### src/rtl/swpu_pkg.sv
// Shared types and codes for the stack with pop undo.
package swpu_pkg;

    localparam int DEPTH_DEF      = 64;
    localparam int DATA_WIDTH_DEF = 32;
    localparam int FIELD_W        = 32;
    localparam int FILL_W         = 7;

    typedef enum logic [1:0] {
        CMD_PUSH = 2'd0,
        CMD_POP  = 2'd1,
        CMD_UNDO = 2'd2,
        CMD_NOP  = 2'd3
    } t_cmd;

    typedef enum logic [1:0] {
        ST_OK     = 2'd0,
        ST_EMPTY  = 2'd1,
        ST_FULL   = 2'd2,
        ST_NOSAVE = 2'd3
    } t_status;

    // Shift controls for one chain of cells.
    typedef struct packed {
        logic push;
        logic pop;
    } t_shift;

endpackage

### src/rtl/swpu_cell.sv
// One stack cell: holds an entry and shifts with its neighbors.
module swpu_cell #(
    parameter int DATA_WIDTH = swpu_pkg::DATA_WIDTH_DEF
) (
    input  logic                  i_clk,
    input  swpu_pkg::t_shift      i_ctl,
    input  logic [DATA_WIDTH-1:0] i_from_up,
    input  logic [DATA_WIDTH-1:0] i_from_down,
    output logic [DATA_WIDTH-1:0] o_data
);

    logic [DATA_WIDTH-1:0] r_data;
    logic [DATA_WIDTH-1:0] n_data;

    always_comb begin
        priority if (i_ctl.push) begin
            n_data = i_from_up;
        end else if (i_ctl.pop) begin
            n_data = i_from_down;
        end else begin
            n_data = r_data;
        end
    end

    always_ff @(posedge i_clk) begin
        r_data <= n_data;
    end

    assign o_data = r_data;

endmodule

### src/rtl/swpu_chain.sv
// Row of cells forming one LIFO, top at cell zero, with its fill count.
module swpu_chain #(
    parameter int DEPTH      = swpu_pkg::DEPTH_DEF,
    parameter int DATA_WIDTH = swpu_pkg::DATA_WIDTH_DEF,
    localparam int CW        = $clog2(DEPTH + 1)
) (
    input  logic                  i_clk,
    input  logic                  i_rst_n,
    input  swpu_pkg::t_shift      i_ctl,
    input  logic [DATA_WIDTH-1:0] i_data,
    output logic [DATA_WIDTH-1:0] o_top,
    output logic [CW-1:0]         o_count
);

    logic [DATA_WIDTH-1:0] w_data [DEPTH];
    logic [DATA_WIDTH-1:0] w_up   [DEPTH];
    logic [DATA_WIDTH-1:0] w_down [DEPTH];
    logic [CW-1:0]         r_count;
    logic [CW-1:0]         n_count;

    for (genvar k = 0; k < DEPTH; k++) begin : g_cell
        if (k == 0) begin : g_head
            assign w_up[k] = i_data;
        end else begin : g_body
            assign w_up[k] = w_data[k-1];
        end
        if (k == DEPTH - 1) begin : g_tail
            assign w_down[k] = '0;
        end else begin : g_link
            assign w_down[k] = w_data[k+1];
        end
        swpu_cell #(.DATA_WIDTH(DATA_WIDTH)) u_cell (
            .i_clk       (i_clk),
            .i_ctl       (i_ctl),
            .i_from_up   (w_up[k]),
            .i_from_down (w_down[k]),
            .o_data      (w_data[k])
        );
    end

    always_comb begin
        priority if (i_ctl.push) begin
            n_count = r_count + CW'(1);
        end else if (i_ctl.pop) begin
            n_count = r_count - CW'(1);
        end else begin
            n_count = r_count;
        end
    end

    always_ff @(posedge i_clk) begin
        if (!i_rst_n) begin
            r_count <= '0;
        end else begin
            r_count <= n_count;
        end
    end

    assign o_top   = w_data[0];
    assign o_count = r_count;

endmodule

### config.mk
export PLATFORM = sky130hd
export DESIGN_NAME = swpu_chain
export DESIGN_NICKNAME = d
export VERILOG_FILES = /design/src/rtl/swpu_pkg.sv /design/src/rtl/swpu_cell.sv /design/src/rtl/swpu_chain.sv
export SDC_FILE = /design/constraint.sdc
export NUM_CORES = 2
export LEC_CHECK = 0
export ABC_AREA = 0
export BUFFER_PORTS_ARGS = -buffer_cell sky130_fd_sc_hd__buf_2
export CORE_ASPECT_RATIO = 0.6
export CORE_MARGIN = 1
export CORE_UTILIZATION = 58
export CTS_BUF_LIST = sky130_fd_sc_hd__clkbuf_16
export DETAILED_ROUTE_END_ITERATION = 8
export PLACE_DENSITY = 0.76
export SLEW_MARGIN = 20
export SYNTH_ARGS = -nofsm -noshare
export SYNTH_HDL_FRONTEND = slang
export SYNTH_HIERARCHICAL = 1
export SYNTH_SLANG_ARGS = --single-unit
### constraint.sdc
create_clock -name i_clk -period 1.9 [get_ports i_clk]
set_input_delay 0.095 -clock i_clk [delete_from_list [all_inputs] [get_ports i_clk]]
set_output_delay 0.095 -clock i_clk [all_outputs]
set_load 0.005 [all_outputs]
==> out/results.txt <==
In the final design database the tool counted 4781 nets. Counting along the longest clock path gives a buffer depth of 3. Placed standard-cell area: 98600 sq um. The worst setup path is of the reg2reg kind. The die width works out to 530 um. In this run the count of I/O pins placed on the die edge is 75.

Setup repair after global routing left no endpoint under its margin. The logs give 0 for the remaining antenna violation count and -46.6 ps for the pre-CTS setup slack. The tools report the last weighted congestion value of the routability-driven placer as 0.753.

The number of library cell types mapped by synthesis was 34; the floorplan die area was 169000 sq um. The library cell used as clock root buffer was sky130_fd_sc_hd__clkbuf_16. Max-cap violations in this run came to 0. Wires add up to 155000 um.

The run gives 0 as the number of pins with negative max-slew slack in the final report. The library cell used most frequently in the layout, excluding fill and tap cells, is sky130_fd_sc_hd__edfxtp_1. The shortest clock period the worst path allows after layout was 1870 ps; the reported leakage power was 0.0423 uW. Summing over every cut layer, the via total after detailed routing is 40200. The worst setup path is launched from a register. The tools report the number of DRC violations after detailed-routing iteration 0 as 2668. For this run, design rule violations remaining after detail routing come to 0. Detailed placement finished with a half-perimeter wire length of 97800 um.

The H-tree generated during clock tree synthesis spans 4 levels. Counting cells, the worst reg-to-reg path comes to 5. The global router's overall resource usage was 0.185.

The final critical-path share of the clock period is 0.983, and the worst-case vdd ir drop is 0.868 mV. The min-delay analysis places its worst path in the category in2reg. The tools report the clock buffer count from CTS as 183.

The largest net degree at the start of global routing was 81; the number of detailed-route iterations in the first pass was 5. The cell taking the most area after synthesis is sky130_fd_sc_hd__edfxtp_1. Combined area of all synthesized cells: 97000 sq um. The share of async-settable or async-resettable flops after synthesis came out at 0. The transition time of the tightest slew-check pin is 588 ps, and the global-route wire length before repair is 251000 um. The number of instances on the worst hold path works out to 3. The worst register-to-register path has a setup slack of 30 ps. The most common flop cell mapped by yosys is sky130_fd_sc_hd__edfxtp_1. The post-CTS clock slew at the launch and capture registers of the worst setup and hold paths was 60 ps; the initial core utilization was 0.588. The count of endpoints failing hold in the final timing report is 0, and the post-CTS setup buffer count is 0. STA classifies the critical path endpoint as a register. TritonCTS built the clock tree. Dividing the detail-routed via count by the number of cells gives 5.66. The tools report the final design instance area without fill as 105000 sq um. Yosys attributes the largest share of cell area to sky130_fd_sc_hd__edfxtp_1 63%, sky130_fd_sc_hd__mux2_4 29%, sky130_fd_sc_hd__buf_12 4.0%.

The area share of the largest cell type after synthesis was 0.634; the largest fanout on the critical path was 4. The synthesized netlist cell count was 4471. The flow ran to the end, and the final reports show no timing, DRC or antenna violations. The average wire length per cell after detail routing works out to 21.8 um.

The run gives 42900 as the via count of the first global-routing pass. The synthesized area per cell was 21.7 sq um; the flip-flop and latch count after synthesis was 2055. Final setup violation count: 0.

The run gives 6 as the number of warnings printed during yosys synthesis. Clock latency on the worst-skew pair, taken at its later pin, is 800 ps. Once routing completed, OpenROAD measured the worst setup slack at 32.3 ps.

The fraction of layout instances using a drive strength above 1 is 0.526. For the number of cell rows, the log shows 115. From bottom edge to top edge, the die measures 319 um. The arrival time reported for the critical path endpoint was 2570 ps; the number of port buffers was 74. The number of antenna violations at the first check in global routing is 1, and the floorplan core area is 165000 sq um. The global route total overflow was 0; the maximum operating frequency was 0.535 GHz. The worst max-slew margin expressed relative to the limit came out at 0.608. For the sequential fraction of the synthesis area, the log shows 0.636. Leaving out fill and tap cells, the most frequent cells in the layout are 2048 x sky130_fd_sc_hd__edfxtp_1, 1856 x sky130_fd_sc_hd__mux2_4, 192 x sky130_fd_sc_hd__mux2_2. Counting flops with a built-in enable in the synthesized netlist gives 2048.

The run gives 2055 as the number of sinks driven by the clock tree. On the final layout, the worst clock skew is 26.7 ps. For the worst setup path, the data required time is 2610 ps. Dividing total power by cell area gives a power density of 1130 nW/um^2. The area growth from synthesis to layout is 7.86%.
[cell families after synthesis]
kind of cell    after synthesis  synth area share
xor+xnor                      3          0.000271
fa+ha+maj                     6          0.000852
compound gates               19           0.00134
other cells                   1         0.0000387
simple gates                 80           0.00506
buf+inv                     259            0.0472
mux                        2048             0.310
flops                      2055             0.636
[Yosys cell counts, drive strengths merged (2+ instances only)]
cell    instances
edfxtp       2048
mux2         2048
buf           257
or2            64
dfxtp           7
o21ai           6
ha              5
nand3           4
o31ai           3
a211oi          2
a21oi           2
and2            2
inv             2
nand2           2
nor2            2
nor3            2
o21a            2
xnor2           2
[layout make-up]
| type | instances | area [sq um] |
|---|---|---|
| antenna | 1 | 2.50 |
| clock buffer | 190 | 4750 |
| clock inverter | 141 | 855 |
| fill | 11000 | 60300 |
| inverter | 2 | 7.51 |
| multi-input combinational | 2188 | 30900 |
| sequential | 2055 | 61600 |
| tap | 2223 | 2780 |
| timing repair buffer | 309 | 3680 |
[metrics by stage]
| stage | hold slack, ps | total power [uW] | setup TNS, ps | util | std cells |
|---|---|---|---|---|---|
| floorplan | 217 | 79600 | 0 | - | 4502 |
| global placement | 394 | 82700 | -109 | 0.598 | 6741 |
| detailed placement | 399 | 83400 | -46.6 | 0.598 | 6741 |
| CTS | 46.6 | 119000 | 0 | 0.634 | 7108 |
| global route | 106 | 123000 | 0 | 0.634 | 7109 |
| finish | 121 | 118000 | 0 | 0.634 | 7109 |
[where the power goes]
group          leakage, uW  internal (uW)  total (uW)  switching, uW
combinational       0.0183          12200       17100           4960
clock              0.00293          19100       35300          16100
sequential          0.0210          60700       65800           5030
[state kept, by name (all words and copies together), names as in the netlist]
signal / flops
g_cell.u_cell/o_data: 2048
o_count: 7
[path summary, 6_finish.rpt]
check / end / from
max: o_count[6]$_SDFFE_PN0P_ / o_count[1]$_SDFFE_PN0P_
min: g_cell[0].u_cell/o_data[20]$_DFFE_PP_ / i_data[20]
max reg2reg: o_count[6]$_SDFFE_PN0P_ / o_count[1]$_SDFFE_PN0P_
min reg2reg: o_count[4]$_SDFFE_PN0P_ / o_count[4]$_SDFFE_PN0P_
[critical path: stages (launching register included)]
cell and delay [ps]:
sky130_fd_sc_hd__dfxtp_1 360, sky130_fd_sc_hd__fa_2 390, sky130_fd_sc_hd__a211oi_2 310, sky130_fd_sc_hd__nor3_1 110, sky130_fd_sc_hd__or4_1 410, sky130_fd_sc_hd__and3_1 180
[repair_timing]
item | CTS | global route
endpoints found under the setup margin | 0 | 1
hold endpoints to repair | 43 | 0
hold buffers | 36 | 0
gates resized for setup | 0 | 1
[metal layers]
layer,vias to the layer above,wire (um),GRT usage,part of all wire
met5,-,0,0,0
met4,0,2590,0.0465,0.017
met3,186,4810,0.0236,0.031
met2,575,61900,0.241,0.40
met1,21300,85500,0.320,0.55
li1,18100,-,-,-
No activity file was read; power rests on OpenSTA's default activity.
